<file path="src/hdl/gclcf_pkg.sv">
package gclcf_pkg;

  localparam int LINE_DEPTH = 62;
  localparam int IDX_W      = (LINE_DEPTH > 1) ? $clog2(LINE_DEPTH) : 1;
  localparam int CNT_W      = $clog2(LINE_DEPTH + 1);
  localparam int BYTE_W     = 8;
  localparam int FUNC_W     = 2;

  localparam logic [FUNC_W-1:0] FUNC_CHAR    = 2'd0;
  localparam logic [FUNC_W-1:0] FUNC_TX      = 2'd1;
  localparam logic [FUNC_W-1:0] FUNC_DISCARD = 2'd2;

  localparam logic [BYTE_W-1:0] CHAR_N     = 8'h4E;
  localparam logic [BYTE_W-1:0] CHAR_STAR  = 8'h2A;
  localparam logic [BYTE_W-1:0] CHAR_QUOTE = 8'h22;
  localparam logic [BYTE_W-1:0] CHAR_LF    = 8'h0A;
  localparam logic [BYTE_W-1:0] CHAR_CR    = 8'h0D;
  localparam logic [BYTE_W-1:0] CHAR_SPACE = 8'h20;
  localparam logic [BYTE_W-1:0] CHAR_0     = 8'h30;
  localparam logic [BYTE_W-1:0] CHAR_9     = 8'h39;

  typedef enum logic [3:0] {
    S_WAIT,
    S_LINENO,
    S_CMD,
    S_QUOTE,
    S_SUM,
    S_READY,
    S_SKIP_RD,
    S_SKIP_CHK,
    S_RD,
    S_CHK,
    S_CR,
    S_LF
  } state_t;

  typedef enum logic [1:0] {
    OSEL_DATA,
    OSEL_CR,
    OSEL_LF
  } out_sel_t;

  typedef struct packed {
    logic     sum_load;
    logic     sum_xor;
    logic     rsum_clr;
    logic     rsum_acc;
    logic     store;
    logic     clear;
    logic     idx_clr;
    logic     idx_inc;
    logic     rd_en;
    logic     out_load;
    out_sel_t out_sel;
  } dp_cmd_t;

  typedef struct packed {
    logic is_digit;
    logic is_nl;
    logic is_n;
    logic is_star;
    logic is_quote;
    logic sum_match;
    logic cnt_nz;
    logic idx_end;
    logic rd_space;
    logic out_free;
  } dp_stat_t;

endpackage

</file>
<file path="src/hdl/gclcf_ctrl.sv">
module gclcf_ctrl import gclcf_pkg::*; (
  input  logic              clk,
  input  logic              rst_n,
  input  logic              in_valid,
  input  logic [FUNC_W-1:0] func,
  input  dp_stat_t          stat,
  output logic              in_ready,
  output dp_cmd_t           cmd,
  output state_t            state
);

  state_t state_r, state_nxt, pstate;
  logic   accept;

  assign in_ready = state_r inside {S_WAIT, S_LINENO, S_CMD, S_QUOTE, S_SUM, S_READY};
  assign accept   = in_valid && in_ready;
  assign state    = state_r;

  always_ff @(posedge clk) begin
    if (!rst_n) state_r <= S_WAIT;
    else        state_r <= state_nxt;
  end

  always_comb begin
    state_nxt = state_r;
    cmd       = '0;
    cmd.out_sel = OSEL_DATA;
    // a non-digit after the line number is the first command byte
    pstate = (state_r == S_LINENO) ? S_CMD : state_r;
    case (state_r)
      S_WAIT, S_LINENO, S_CMD, S_QUOTE, S_SUM, S_READY: begin
        if (accept && func == FUNC_DISCARD) begin
          cmd.clear = 1'b1;
          state_nxt = S_WAIT;
        end else if (accept && func == FUNC_TX && state_r == S_READY) begin
          cmd.idx_clr = 1'b1;
          state_nxt   = S_SKIP_RD;
        end else if (accept && func == FUNC_CHAR) begin
          if (state_r == S_LINENO && stat.is_digit) begin
            cmd.sum_xor = 1'b1;
          end else begin
            case (pstate)
              S_WAIT: begin
                if (stat.is_n) begin
                  cmd.sum_load = 1'b1;
                  state_nxt    = S_LINENO;
                end
              end
              S_CMD: begin
                if (stat.is_star) begin
                  cmd.rsum_clr = 1'b1;
                  state_nxt    = S_SUM;
                end else if (stat.is_nl) begin
                  cmd.clear = 1'b1;
                  state_nxt = S_WAIT;
                end else begin
                  cmd.store   = 1'b1;
                  cmd.sum_xor = 1'b1;
                  state_nxt   = stat.is_quote ? S_QUOTE : S_CMD;
                end
              end
              S_QUOTE: begin
                if (stat.is_nl) begin
                  cmd.clear = 1'b1;
                  state_nxt = S_WAIT;
                end else begin
                  cmd.store   = 1'b1;
                  cmd.sum_xor = 1'b1;
                  state_nxt   = stat.is_quote ? S_CMD : S_QUOTE;
                end
              end
              S_SUM: begin
                if (stat.is_nl) begin
                  if (stat.sum_match && stat.cnt_nz) begin
                    state_nxt = S_READY;
                  end else begin
                    cmd.clear = 1'b1;
                    state_nxt = S_WAIT;
                  end
                end else if (stat.is_digit) begin
                  cmd.rsum_acc = 1'b1;
                end else begin
                  cmd.clear = 1'b1;
                  state_nxt = S_WAIT;
                end
              end
              default: ;
            endcase
          end
        end
      end
      S_SKIP_RD: begin
        if (stat.idx_end) begin
          state_nxt = S_CR;
        end else begin
          cmd.rd_en = 1'b1;
          state_nxt = S_SKIP_CHK;
        end
      end
      S_SKIP_CHK: begin
        if (stat.rd_space) begin
          cmd.idx_inc = 1'b1;
          state_nxt   = S_SKIP_RD;
        end else begin
          state_nxt = S_CHK;
        end
      end
      S_RD: begin
        if (stat.idx_end) begin
          state_nxt = S_CR;
        end else begin
          cmd.rd_en = 1'b1;
          state_nxt = S_CHK;
        end
      end
      S_CHK: begin
        if (stat.out_free) begin
          cmd.out_load = 1'b1;
          cmd.out_sel  = OSEL_DATA;
          cmd.idx_inc  = 1'b1;
          state_nxt    = S_RD;
        end
      end
      S_CR: begin
        if (stat.out_free) begin
          cmd.out_load = 1'b1;
          cmd.out_sel  = OSEL_CR;
          state_nxt    = S_LF;
        end
      end
      S_LF: begin
        if (stat.out_free) begin
          cmd.out_load = 1'b1;
          cmd.out_sel  = OSEL_LF;
          cmd.clear    = 1'b1;
          state_nxt    = S_WAIT;
        end
      end
      default: state_nxt = S_WAIT;
    endcase
  end

endmodule
</file>
<file path="config.mk">
export PLATFORM = sky130hd
export DESIGN_NAME = gclcf_ctrl
export DESIGN_NICKNAME = d
export VERILOG_FILES = /design/src/hdl/gclcf_pkg.sv /design/src/hdl/gclcf_ctrl.sv
export SDC_FILE = /design/constraint.sdc
export NUM_CORES = 1
export LEC_CHECK = 0
export ABC_AREA = 1
export BUFFER_PORTS_ARGS = -buffer_cell sky130_fd_sc_hd__buf_2
export CORE_ASPECT_RATIO = 0.6
export CORE_MARGIN = 2
export CORE_UTILIZATION = 30
export DETAILED_ROUTE_END_ITERATION = 10
export GPL_ROUTABILITY_DRIVEN = 0
export HOLD_SLACK_MARGIN = 0.12
export SYNTH_ARGS = -nofsm -noshare
export SYNTH_HDL_FRONTEND = slang
export SYNTH_SLANG_ARGS = --single-unit
</file>
<file path="constraint.sdc">
create_clock -name clk -period 1.9 [get_ports clk]
set_input_delay 0.57 -clock clk [delete_from_list [all_inputs] [get_ports clk]]
set_output_delay 0.57 -clock clk [all_outputs]
set_load 0.02 [all_outputs]
</file>
# Word level (Yosys, flattened, before mapping)
# Cells that the tools add are included.
dict set report word_totals {
  ff_bits 4
  latch_bits 0
  ramBits 0
  rom_bits 0
  input_bits 15
  out_inout_bits 17
  word_cells 99
  mem_count 0
}
dict set report classes {
  n_addsub 0
  n_mul 0
  n_div 0
  magnitude_cmp 0
  eq_ne 24
  shift 0
  mux 60
  n_bitwise 0
  reduce_logical 14
}
# op count
set ops {}
lappend ops {{two-way mux 4 bit} 15}
lappend ops {{case mux 4 bit (7 select lines)} 1}
lappend ops {{two-way mux 1 bit} 25}
lappend ops {{equality test 4 x 3 -> 1 bit (second input constant)} 5}
lappend ops {{equality test 4 x 2 -> 1 bit (second input constant)} 4}
lappend ops {{equality test 4 bit (second input constant)} 4}
lappend ops {{case mux 4 bit (4 select lines)} 1}
lappend ops {{two-way mux 3 bit} 4}
lappend ops {{two-way mux 6 bit} 2}
lappend ops {{two-way mux 5 bit} 2}
lappend ops {{case mux 3 bit (3 select lines)} 1}
lappend ops {{logical NOT 4 bit} 2}
lappend ops {{two-way mux 2 bit} 4}
lappend ops {{inequality test 4 bit (second input constant)} 2}
lappend ops {{case mux 1 bit (2 select lines)} 4}
lappend ops {{AND reduction 8 bit} 1}
lappend ops {{logical AND 1 bit} 7}
lappend ops {{inequality test 7 x 3 -> 1 bit (second input constant)} 1}
lappend ops {{inequality test 2 bit (second input constant)} 3}
lappend ops {{inequality test 6 bit (second input constant)} 1}
lappend ops {{nonzero test 6 bit} 1}
lappend ops {{OR reduction 6 bit} 1}
lappend ops {{inequality test 5 bit (second input constant)} 1}
lappend ops {{equality test 4 x 1 -> 1 bit (second input constant)} 1}
lappend ops {{other kinds (5)} 5}

# Logic depth before layout (Yosys ltp)
dict set report depth {
  word_depth 9
  mapped_depth 11
  mapped_depth_nobuf 11
}

# Worst setup path before layout
# No wires, ideal clock.
dict set report synth_path {
  path_kind {reg-to-output}
  from {reg state_r[2], in the netlist state[2]}
  to {out cmd[11] (netlist bit)}
  t_arrival_ns 1.668
  required_time_ns 1.330
  setup_slack_ns -0.338
  stages_incl_launch_ff 4
  n_path_buf 0
  cell_sequence {dfxtp_1 -> a21oi_4 -> nand4_2 -> nor4_1}
}
# item line
set synth_rtl {}
lappend synth_rtl {{from (decl)} gclcf_ctrl.sv:12} ;# state_t state_r, state_nxt, pstate;
lappend synth_rtl {{from (signal assigned)} gclcf_ctrl.sv:21} ;# else state_r <= state_nxt;
lappend synth_rtl {{to (decl)} gclcf_ctrl.sv:8} ;# output dp_cmd_t cmd,

==> metrics.yaml <==
run_status: "finished with violations"
violations: "setup timing"
cts_num_sinks: 4
grt_overflow: 0
coreArea_um2: 2200
slowest_delay_ns: 0.37
reg2reg_to: "state[0]"
ys_ff_latch: 4
drive_gt1_share_pct: 55.9
grt_pass1_vias: 920
vdd_ir_drop_max_uv: 237
clkTransAtPathRegs_ns: 0.03
hp-class: "reg -> reg"
critPathCaptureType: "output pin"
finalSetupViolations: 8
skew_ns: 0.00170
synth_xor_area_share_pct: 0
layout_setup_ws_ns: -0.170
finalCritPeriodShare_pct: 109
grt_usage_pct: 18.9
dp.cells: 211
synth_fa_ha_area_share_pct: 0
rsz0062_at_grt: "yes"
synth_top_cell_by_area: "nand2_1"
place.detailed.hpwl_um: 1980
tightest_slew_ns: 0.259
finalSetupTns_ns: -0.778
cts_max_level: 1
slew-limit-headroom_pct: 82.6
syn_nets: 149
ys.flop_type: "dfxtp_1"
antenna_cells: 0
synth-compound-area-share_pct: 15.4
drv_slew: 0
numCtsBuffers: 3
holdPathEnd: "state[0]"
hp-start: "state[0]"
yosysMostFrequentCell: "nand2_1"
synth_top_family_by_area: "simple AND/OR/NAND/NOR gates"
dieWidth_um: 66.6
r2r-start: "state[1]"
power_density_nw_per_um2: 317
reg2regPathDepth: 12
area_delta_synth_final_pct: 92.6
dieArea_um2: 2770
synthTopCellsByArea: "nand2_1 (20%), inv_1 (14%), dfxtp_1 (11%), nor2_1 (9.0%), nand3_1 (6.4%)"
worstSetupPathType: "reg -> out"
vias: 1088
synth_seq_area_share_pct: 11.3
fmax_ghz: 0.483
min_period_ns: 2.07
fin_nets: 211
wl_per_cell_um: 11.8
root_buffer: "clkbuf_8"
synth-edff-count: 0
worst_setup_path_start_kind: "flip-flop"
worstPathRequired_ns: 1.33
cp_cell_sequence: "nor2_4, inv_4, o22ai_2, a21oi_2, o211ai_1, buf_4"
leakage_nw: 0.721
grt_first_pass_wirelength_um: 4050
pin_count: 32
die_h_um: 41.6
drc_errors: 0
crit_path_top_delay_cell: "dfxtp_4"
grt_max_degree: 8
synthMuxAreaShare_pct: 0
reg2reg_setup_slack_ns: 0.17
worstHoldPathCells: 2
drtAntennaViolNets: 0
arrival_ns: 1.50
clockBufferDepth: 2
clkLatencyLatePin_ns: 0.22
synthTopCellsByCount: "nand2_1 (38), inv_1 (26), nor2_1 (17)"
cts_tree: "built"
synth.top_cell.area_share_pct: 20.2
ys_types: 24
port_buffers: 31
routed_wirelength_um: 2660
drt_iter0_drc: 67
hold_violations: 0
fin_cells: 225
critical_path.max_fanout: 7
antenna_found_initial: 0
rows: 13
yosysWarnings: 0
vias_per_cell: 4.84
drv_cap: 0
largest_register_ffs: 4
synth_area_per_cell_um2: 5.27
first_pass_iters: 4
syn-cell-area_um2: 706
syn_inst: 134
async_flop_share_pct: 0
synthSimpleGateAreaFrac_pct: 58.3
start_util_pct: 32.1
## where the power goes
| part | leakage (nW) | internal, mW | switching (mW) |
|---|---|---|---|
| logic | 0.663 | 0.0675 | 0.0846 |
| clock network | 0.0228 | 0.144 | 0.0482 |
| registers | 0.0355 | 0.0823 | 0.00452 |
## cell families (layout without fill, tap and decap cells)
kind of cell | Yosys count | in the layout
and+or+nand+nor | 84 | 84
buffers and inverters | 28 | 89
AOI/OAI and AO/OA | 18 | 18
DFF | 4 | 4
## per-layer routing
metal / global-route usage [%] / vias up / wire length, um
li1: - / 549 / -
met1: 27.9 / 489 / 1240
met2: 29.2 / 46 / 1220
met3: 4.07 / 4 / 186
met4: 1.22 / 0 / 11
met5: 0 / - / 0
## how the worst max path moves through the flow
stage / startpoint / end / slack, ns
2_1_floorplan: state[1] / cmd[6] / -0.1
3_3_place_gp: stat[8] / cmd[10] / -0.05
3_5_place_dp: stat[8] / cmd[10] / -0.07
4_1_cts: state[1] / cmd[10] / -0.11
5_1_grt: state[3] / cmd[6] / -0.24
6_report: state[3] / cmd[6] / -0.17
## cell usage in the layout (no fill, tap or decap)
cell type and instances:
a21oi_1 4, a21oi_2 2, a21oi_4 1, a31oi_1 1, buf_12 2, buf_2 24
buf_4 26, buf_6 5, clkbuf_1 1, clkbuf_8 3, dfxtp_4 4, inv_1 21
inv_2 6, inv_4 1, nand2_1 28, nand2_2 12, nand2_4 2, nand3_1 8
nand3_2 2, nand3b_1 1, nand4_1 1, nand4_2 1, nand4_4 2, nor2_1 12
nor2_2 6, nor2_4 5, nor3_2 1, nor3_4 1, nor4_4 2, o211ai_1 1
o21a_1 1, o21ai_0 5, o21ai_1 2, o22ai_2 1
## per-stage QoR
stage                     power [mW]  util [%]  instance area (um^2)  hold WS [ns]  setup WS (ns)
after floorplan                0.153         -                   744         0.516        -0.0962
after global placement         0.210      48.7                  1070         0.487        -0.0540
after detailed placement       0.212      48.7                  1070         0.489        -0.0650
after CTS                      0.420      57.7                  1270         0.507         -0.109
after global routing           0.455      61.9                  1360         0.547         -0.240
final                          0.431      61.9                  1360         0.530         -0.170
## critical path, delay by kind of cell (launching register included)
kind / cells / cell delay (ns)
buffers and inverters: 2 / 0.25
DFF: 1 / 0.37
AOI/OAI and AO/OA: 3 / 0.42
and+or+nand+nor: 1 / 0.23
## timing repair
action / 4_1_cts / 5_1_grt
hold buffers: 0 / 0
pin swaps: 12 / 8
setup buffers: 6 / 4
setup endpoints to repair: 7 / 12
resized for setup: 30 / 18
## area by class of cell
cell class / instances / area [um^2]
clock buffer: 4 / 45.0
inverter: 28 / 108
sequential: 4 / 95.1
fill: 205 / 837
tap: 30 / 37.5
timing repair buffer: 57 / 412
multi-input combinational: 102 / 662
(Power assumes the default switching activity.)
