==> src/hdl/gclcf_pkg.sv <==
package gclcf_pkg;

  localparam int LINE_DEPTH = 62;
  localparam int IDX_W      = (LINE_DEPTH > 1) ? $clog2(LINE_DEPTH) : 1;
  localparam int CNT_W      = $clog2(LINE_DEPTH + 1);
  localparam int BYTE_W     = 8;
  localparam int FUNC_W     = 2;

  localparam logic [FUNC_W-1:0] FUNC_CHAR    = 2'd0;
  localparam logic [FUNC_W-1:0] FUNC_TX      = 2'd1;
  localparam logic [FUNC_W-1:0] FUNC_DISCARD = 2'd2;

  localparam logic [BYTE_W-1:0] CHAR_N     = 8'h4E;
  localparam logic [BYTE_W-1:0] CHAR_STAR  = 8'h2A;
  localparam logic [BYTE_W-1:0] CHAR_QUOTE = 8'h22;
  localparam logic [BYTE_W-1:0] CHAR_LF    = 8'h0A;
  localparam logic [BYTE_W-1:0] CHAR_CR    = 8'h0D;
  localparam logic [BYTE_W-1:0] CHAR_SPACE = 8'h20;
  localparam logic [BYTE_W-1:0] CHAR_0     = 8'h30;
  localparam logic [BYTE_W-1:0] CHAR_9     = 8'h39;

  typedef enum logic [3:0] {
    S_WAIT,
    S_LINENO,
    S_CMD,
    S_QUOTE,
    S_SUM,
    S_READY,
    S_SKIP_RD,
    S_SKIP_CHK,
    S_RD,
    S_CHK,
    S_CR,
    S_LF
  } state_t;

  typedef enum logic [1:0] {
    OSEL_DATA,
    OSEL_CR,
    OSEL_LF
  } out_sel_t;

  typedef struct packed {
    logic     sum_load;
    logic     sum_xor;
    logic     rsum_clr;
    logic     rsum_acc;
    logic     store;
    logic     clear;
    logic     idx_clr;
    logic     idx_inc;
    logic     rd_en;
    logic     out_load;
    out_sel_t out_sel;
  } dp_cmd_t;

  typedef struct packed {
    logic is_digit;
    logic is_nl;
    logic is_n;
    logic is_star;
    logic is_quote;
    logic sum_match;
    logic cnt_nz;
    logic idx_end;
    logic rd_space;
    logic out_free;
  } dp_stat_t;

endpackage

==> src/hdl/gclcf_datapath.sv <==
module gclcf_datapath import gclcf_pkg::*; (
  input  logic              clk,
  input  logic              rst_n,
  input  logic [BYTE_W-1:0] char_in,
  input  dp_cmd_t           cmd,
  output dp_stat_t          stat,
  input  logic              out_ready,
  output logic              out_valid,
  output logic [BYTE_W-1:0] out_byte,
  output logic              out_last,
  output logic              out_ovf
);

  logic [BYTE_W-1:0] mem [LINE_DEPTH];

  logic [BYTE_W-1:0] csum_r, csum_nxt;
  logic [BYTE_W-1:0] rsum_r, rsum_nxt;
  logic [CNT_W-1:0]  cnt_r, cnt_nxt;
  logic              ovf_r, ovf_nxt;
  logic [CNT_W-1:0]  idx_r, idx_nxt;
  logic [BYTE_W-1:0] rd_data_r;
  logic              oval_r, oval_nxt;
  logic [BYTE_W-1:0] obyte_r, obyte_nxt;
  logic              olast_r, olast_nxt;
  logic              oovf_r, oovf_nxt;
  logic              has_room;
  logic              out_free;

  assign has_room = cnt_r < CNT_W'(LINE_DEPTH);
  assign out_free = !oval_r || out_ready;

  always_comb begin
    stat.is_digit  = char_in inside {[CHAR_0:CHAR_9]};
    stat.is_nl     = char_in inside {CHAR_LF, CHAR_CR};
    stat.is_n      = char_in == CHAR_N;
    stat.is_star   = char_in == CHAR_STAR;
    stat.is_quote  = char_in == CHAR_QUOTE;
    stat.sum_match = rsum_r == csum_r;
    stat.cnt_nz    = cnt_r != '0;
    stat.idx_end   = idx_r == cnt_r;
    stat.rd_space  = rd_data_r == CHAR_SPACE;
    stat.out_free  = out_free;
  end

  always_comb begin
    csum_nxt  = csum_r;
    rsum_nxt  = rsum_r;
    cnt_nxt   = cnt_r;
    ovf_nxt   = ovf_r;
    idx_nxt   = idx_r;
    oval_nxt  = oval_r && !out_ready;
    obyte_nxt = obyte_r;
    olast_nxt = olast_r;
    oovf_nxt  = oovf_r;
    if (cmd.sum_load) csum_nxt = char_in;
    if (cmd.sum_xor)  csum_nxt = csum_r ^ char_in;
    if (cmd.rsum_clr) rsum_nxt = '0;
    // 10*r + digit, wraps at 8 bits
    if (cmd.rsum_acc) rsum_nxt = (rsum_r << 3) + (rsum_r << 1) + {4'd0, char_in[3:0]};
    if (cmd.store) begin
      if (has_room) cnt_nxt = cnt_r + 1'b1;
      else          ovf_nxt = 1'b1;
    end
    if (cmd.idx_clr) idx_nxt = '0;
    if (cmd.idx_inc) idx_nxt = idx_r + 1'b1;
    if (cmd.out_load) begin
      oval_nxt = 1'b1;
      oovf_nxt = ovf_r;
      case (cmd.out_sel)
        OSEL_DATA: begin obyte_nxt = rd_data_r; olast_nxt = 1'b0; end
        OSEL_CR:   begin obyte_nxt = CHAR_CR;   olast_nxt = 1'b0; end
        OSEL_LF:   begin obyte_nxt = CHAR_LF;   olast_nxt = 1'b1; end
        default:   begin obyte_nxt = CHAR_LF;   olast_nxt = 1'b1; end
      endcase
    end
    if (cmd.clear) begin
      cnt_nxt = '0;
      ovf_nxt = 1'b0;
    end
  end

  always_ff @(posedge clk) begin
    if (!rst_n) begin
      csum_r <= '0;
      rsum_r <= '0;
      cnt_r  <= '0;
      ovf_r  <= 1'b0;
      idx_r  <= '0;
      oval_r <= 1'b0;
    end else begin
      csum_r <= csum_nxt;
      rsum_r <= rsum_nxt;
      cnt_r  <= cnt_nxt;
      ovf_r  <= ovf_nxt;
      idx_r  <= idx_nxt;
      oval_r <= oval_nxt;
    end
  end

  always_ff @(posedge clk) begin
    obyte_r <= obyte_nxt;
    olast_r <= olast_nxt;
    oovf_r  <= oovf_nxt;
  end

  always_ff @(posedge clk) begin
    if (cmd.store && has_room) mem[cnt_r[IDX_W-1:0]] <= char_in;
    if (cmd.rd_en) rd_data_r <= mem[idx_r[IDX_W-1:0]];
  end

  assign out_valid = oval_r;
  assign out_byte  = obyte_r;
  assign out_last  = olast_r;
  assign out_ovf   = oovf_r;

endmodule

==> config.mk <==
export PLATFORM = sky130hd
export DESIGN_NAME = gclcf_datapath
export DESIGN_NICKNAME = d
export VERILOG_FILES = /design/src/hdl/gclcf_pkg.sv /design/src/hdl/gclcf_datapath.sv
export SDC_FILE = /design/constraint.sdc
export NUM_CORES = 1
export LEC_CHECK = 0
export BUFFER_PORTS_ARGS = -buffer_cell sky130_fd_sc_hd__buf_2
export CORE_ASPECT_RATIO = 1.5
export CORE_MARGIN = 3
export CORE_UTILIZATION = 44
export CTS_CLUSTER_SIZE = 30
export DETAILED_ROUTE_END_ITERATION = 7
export HOLD_SLACK_MARGIN = 0.08
export PLACE_DENSITY = 0.61
export SLEW_MARGIN = 20
export SYNTH_ARGS = -nofsm -noshare
export SYNTH_HDL_FRONTEND = slang
export SYNTH_SLANG_ARGS = --single-unit
export TNS_END_PERCENT = 1
==> constraint.sdc <==
create_clock -name clk -period 3.9 [get_ports clk]
set_clock_uncertainty 0.15 [all_clocks]
set_input_delay 1.17 -clock clk [delete_from_list [all_inputs] [get_ports clk]]
set_output_delay 1.17 -clock clk [all_outputs]
set_load 0.01 [all_outputs]
# Yosys cells after proc, flatten, opt, wreduce, memory -nomap -nowiden
# Memories as Yosys holds them, arrays and structs flattened. A register that Yosys moved wholly into a read port is not among the register bits.
# Index checks and enable logic that the tools add are counted.
[totals]
mem_bits_ro = 0
latchBits = 0
reg_bits = 40
elab_cells = 56
input_bits = 23
out_inout_bits = 21
mem_bits_rw = 496
memories = 1
[classes]
reduce_logical = 16
n_lt_le_gt_ge = 3
n_eq_ne = 9
add_sub_neg = 4
n_mul = 0
n_mux = 11
div_mod_pow = 0
shift = 0
bitwise_logic = 3
[memory_table]
columns = ["name", "words", "word_bits", "rd", "rd_ports_with_merged_regs", "write_ports", "line_no", "source"]
rows = [
  ["mem", 62, 8, 1, 1, 1, "gclcf_datapath.sv:14", "logic [BYTE_W-1:0] mem [LINE_DEPTH];"],
]
[op_table]
columns = ["op", "count"]
rows = [
  ["$mux W8", 4],
  ["$eq A8 B6 Y1 const B", 3],
  ["$eq A8 B4 Y1 const B", 2],
  ["$pmux W8 S2", 1],
  ["$add A6 B1 Y6 const B", 2],
  ["$mux W6", 2],
  ["$add A8 B4 Y8", 1],
  ["$add A8 B8 Y8", 1],
  ["$eq A8 B7 Y1 const B", 1],
  ["$eq A8 B8 Y1", 1],
  ["$ge A8 B6 Y1 const B", 1],
  ["$le A8 B6 Y1 const B", 1],
  ["$reduce_bool A2 Y1", 4],
  ["$xor A8 B8 Y8", 1],
  ["$eq A6 B6 Y1", 1],
  ["$lt A6 B6 Y1 const B", 1],
  ["$reduce_bool A6 Y1", 1],
  ["$mux W1", 4],
  ["$reduce_and A2 Y1", 2],
  ["$reduce_or A2 Y1", 2],
  ["$logic_and A1 B1 Y1", 3],
  ["$eq A2 B1 Y1 const B", 1],
  ["$logic_not A1 Y1", 2],
  ["$logic_not A2 Y1", 1],
  ["other kinds (2)", 3],
]

# Depth between registers and ports, before layout
[logic_depth]
word_depth = 4
depth_mapped = 9
depth_no_buf = 9

# Worst setup path after synthesis
# No wires, ideal clock.
[synth_timing]
path_kind = "in2out"
start = "in char_in[2]"
end = "out stat[8] (netlist bit)"
path_slack_ns = 0.256
arrival_time_ns = 2.324
required_ns = 2.580
stages = 2
path_cell_list = "or3b_2 -> a2111oi_0"
[synth_rtl]
columns = ["element", "line_no", "source"]
rows = [
  ["start: declaration", "gclcf_datapath.sv:4", "input logic [BYTE_W-1:0] char_in,"],
  ["end: declaration", "gclcf_datapath.sv:6", "output dp_stat_t stat,"],
]

==> results.py <==
metrics = {
    "floorplanning": {
        "fp.dieArea_um2": 52200,
        "die_h_um": 278,
        "core-area_um2": 48800,
        "num_rows": 99,
        "die_w_um": 188,
        "io_pins": 44,
        "initial_core_util": 0.446,
    },
    "sta": {
        "rsz0062_at_grt": "false",
        "finalWorstSetupSlack_ns": 0.193,
        "fin_crit_sh": 0.951,
        "fin_hold_ws_ns": 0.297,
        "maxSlewHeadroom": 0.310,
        "max_freq_ghz": 0.270,
        "drv_slew": 0,
        "worst_slew_pin_slew_ns": 1.01,
        "fin_crit_ns": 3.71,
        "hold_violations": 0,
        "setup_violations": 0,
        "tns_ns": 0,
    },
    "critical_path": {
        "cp_slowest_cell": "or3b_2",
        "slowest_delay_ns": 0.50,
        "cp.depth": 4,
        "worstSetupEndpointType": "primary output",
        "path_cells": "buf_2 -> or3b_2 -> a2111oi_0 -> buf_2",
        "crit_required_ns": 2.58,
        "cp_top_family": "simple AND/OR/NAND/NOR gates",
        "crit_top_cell": "buf_2",
        "worstSetupPathType": "input pin to primary output",
        "r2r_cells": 6,
        "cp_num_buf_inv": 2,
        "crit_fanout": 3,
        "start_kind": "input pin",
        "crit_arrival_ns": 2.39,
    },
    "cells_and_area": {
        "drive_above_1_share": 0.267,
        "final_core_util": 0.510,
        "nFillCells": 4009,
        "nets": 1333,
        "multiInputGateArea_um2": 5360,
        "seq_area_um2": 16000,
        "areaGrowthSynthToFinish_pct": 14.4,
        "stdcell_count": 1991,
    },
    "power": {
        "p_seq_frac": 0.549,
        "p_sw_frac": 0.206,
        "clockPowerShare": 0.402,
        "net-switching-power_mw": 2.42,
        "cellLeakagePower_nw": 7.95,
        "power_frac_comb": 0.049,
        "vdd_drop_max_v": 0.000305,
        "powerDensity_nw_per_um2": 473,
        "p_int_mw": 9.35,
    },
    "clock_tree": {
        "clk_pin_slew_ns": 0.06,
        "cts-root-buf": "clkbuf_16",
        "clock-sinks": 544,
        "worstSkewPairLatency_ns": 0.56,
        "clock_path_buffers": 3,
        "ctsHoldBuffers": 0,
        "cts-resized-gates": 0,
        "cts_buffers": 50,
        "h-tree-depth": 2,
        "cts_setup_buffers": 0,
        "cts_tree": "built",
    },
    "run_status": {
        "status": "finished clean",
    },
    "drt": {
        "vias_per_cell": 5.66,
        "ant_nets": 0,
        "wire_per_inst_um": 26.3,
        "routed_wl_um": 52300,
        "vias": 11300,
        "drc": 0,
        "first_iter_violations": 1077,
        "dr.pass1.iters": 5,
    },
    "grt": {
        "first_global_vias": 11600,
        "grt_use_total": 0.201,
        "grt_overflow_total": 0,
        "grt_max_degree": 68,
        "grt_pass1_wl_um": 77000,
        "grt_antenna_before_repair": 5,
    },
    "synth": {
        "synth_fp_nets": 1195,
        "synth_top_area_frac": 0.710,
        "yosysMostFrequentCell": "edfxtp_1",
        "async_flop_share": 0,
        "avgSynthCellArea_um2": 18.8,
        "synthTopCellsByArea": "edfxtp_1, mux4_2, dfxtp_1, nor2_1, a22oi_1",
        "synth_warnings": 0,
        "synth_seq_area_share": 0.737,
        "synth_common_cells": "edfxtp_1, mux4_2, nor2_1",
        "synth_area_um2": 21800,
        "synth_edf_count": 514,
        "synthFlopType": "edfxtp_1",
        "synthDistinctLibCells": 54,
        "synthCells": 1157,
        "synth_top_area_cell": "edfxtp_1",
        "ys_ff_latch": 544,
    },
    "place": {
        "dp.cells": 1899,
        "hpwlAfterDp_um": 34400,
        "portBuffers": 43,
        "gp_congestion": 0.818,
        "preCtsSetupSlack_ns": 0.195,
    },
    "worst_hold_path": {
        "worstHoldPathType": "register to register",
        "hold_depth": 0,
    },
    "job": {
        "drv_cap": 0,
    },
}
-- metal layers --
layer	global-route usage	routed length (um)
met4	0.0897	2430
met5	0	11
met3	0.0255	2760
met2	0.359	27900
met1	0.244	19300
-- flip-flops by register name, indices dropped and copies added, names as in the netlist --
name and cells:
mem 496, csum_r 8, out_byte 8, rd_data_r 8, rsum_r 8, cnt_r 6
idx_r 6, out_last 1, out_ovf 1, out_valid 1, ovf_r 1
-- cells in the final DEF, fill, tap and decap left out, drive strengths merged, types with 10 or more instances in the layout --
| master | n |
|---|---|
| a21oi | 33 |
| a22oi | 23 |
| and2 | 10 |
| buf | 146 |
| clkbuf | 65 |
| clkinv | 20 |
| dfxtp | 30 |
| edfxtp | 514 |
| ha | 13 |
| inv | 12 |
| mux2 | 13 |
| mux2i | 14 |
| mux4 | 120 |
| nand2 | 27 |
| nand3 | 24 |
| nor2 | 94 |
| nor2b | 24 |
| o21ai | 23 |
| xnor2 | 17 |
-- worst register-to-register path, stage by stage (launching register included) --
cell and delay, ns:
dfxtp_4 0.58, buf_12 0.34, buf_4 0.42, mux4_2 0.55
a221oi_1 0.32, o22ai_1 0.21, a211o_1 0.31
-- final timing paths --
| kind | slack (ns) | to | start |
|---|---|---|---|
| setup / recovery | 0.19 | stat[8] | char_in[2] |
| hold / removal | 0.30 | out_ovf$_DFFE_PP_ | ovf_r$_SDFFE_PP0P_ |
| setup reg to reg | 0.74 | rd_data_r[4]$_DFFE_PP_ | idx_r[0]$_SDFFE_PN0P_ |
| hold reg to reg | 0.30 | out_ovf$_DFFE_PP_ | ovf_r$_SDFFE_PP0P_ |
-- cell type report --
class,count,area share
clock inverters,25,0.00780
clock buffers,65,0.0555
flip-flops and latches,544,0.645
multi-input cells,542,0.216
well taps,656,0.0330
diodes,2,0.000201
inverters,11,0.00166
repair buffers,146,0.0412
-- cell families after synthesis --
kind of cell             share of synthesized area
AO/OA/AOI/OAI                               0.0384
XOR/XNOR                                   0.00886
adder cells (fa/ha/maj)                    0.00932
buffers and inverters                       0.0162
flip-flops                                   0.737
multiplexers                                 0.138
AND/OR/NAND/NOR                             0.0522
-- power by group through the flow --
stage	Combinational, mW	Clock [mW]	Sequential, mW
floorplan	0.339	0	6.57
global placement	0.574	0	6.59
detailed placement	0.586	0	6.59
CTS	0.587	4.84	6.46
global route	0.623	5.06	6.46
finish	0.575	4.73	6.46
-- stage by stage --
stage,power [mW],area (um^2)
after floorplan,6.91,21800
after global routing,12.1,24900
after global placement,7.16,23300
after CTS,11.9,24900
after detailed placement,7.17,23300
final,11.8,24900
No activity file was read; power rests on OpenSTA's default activity.
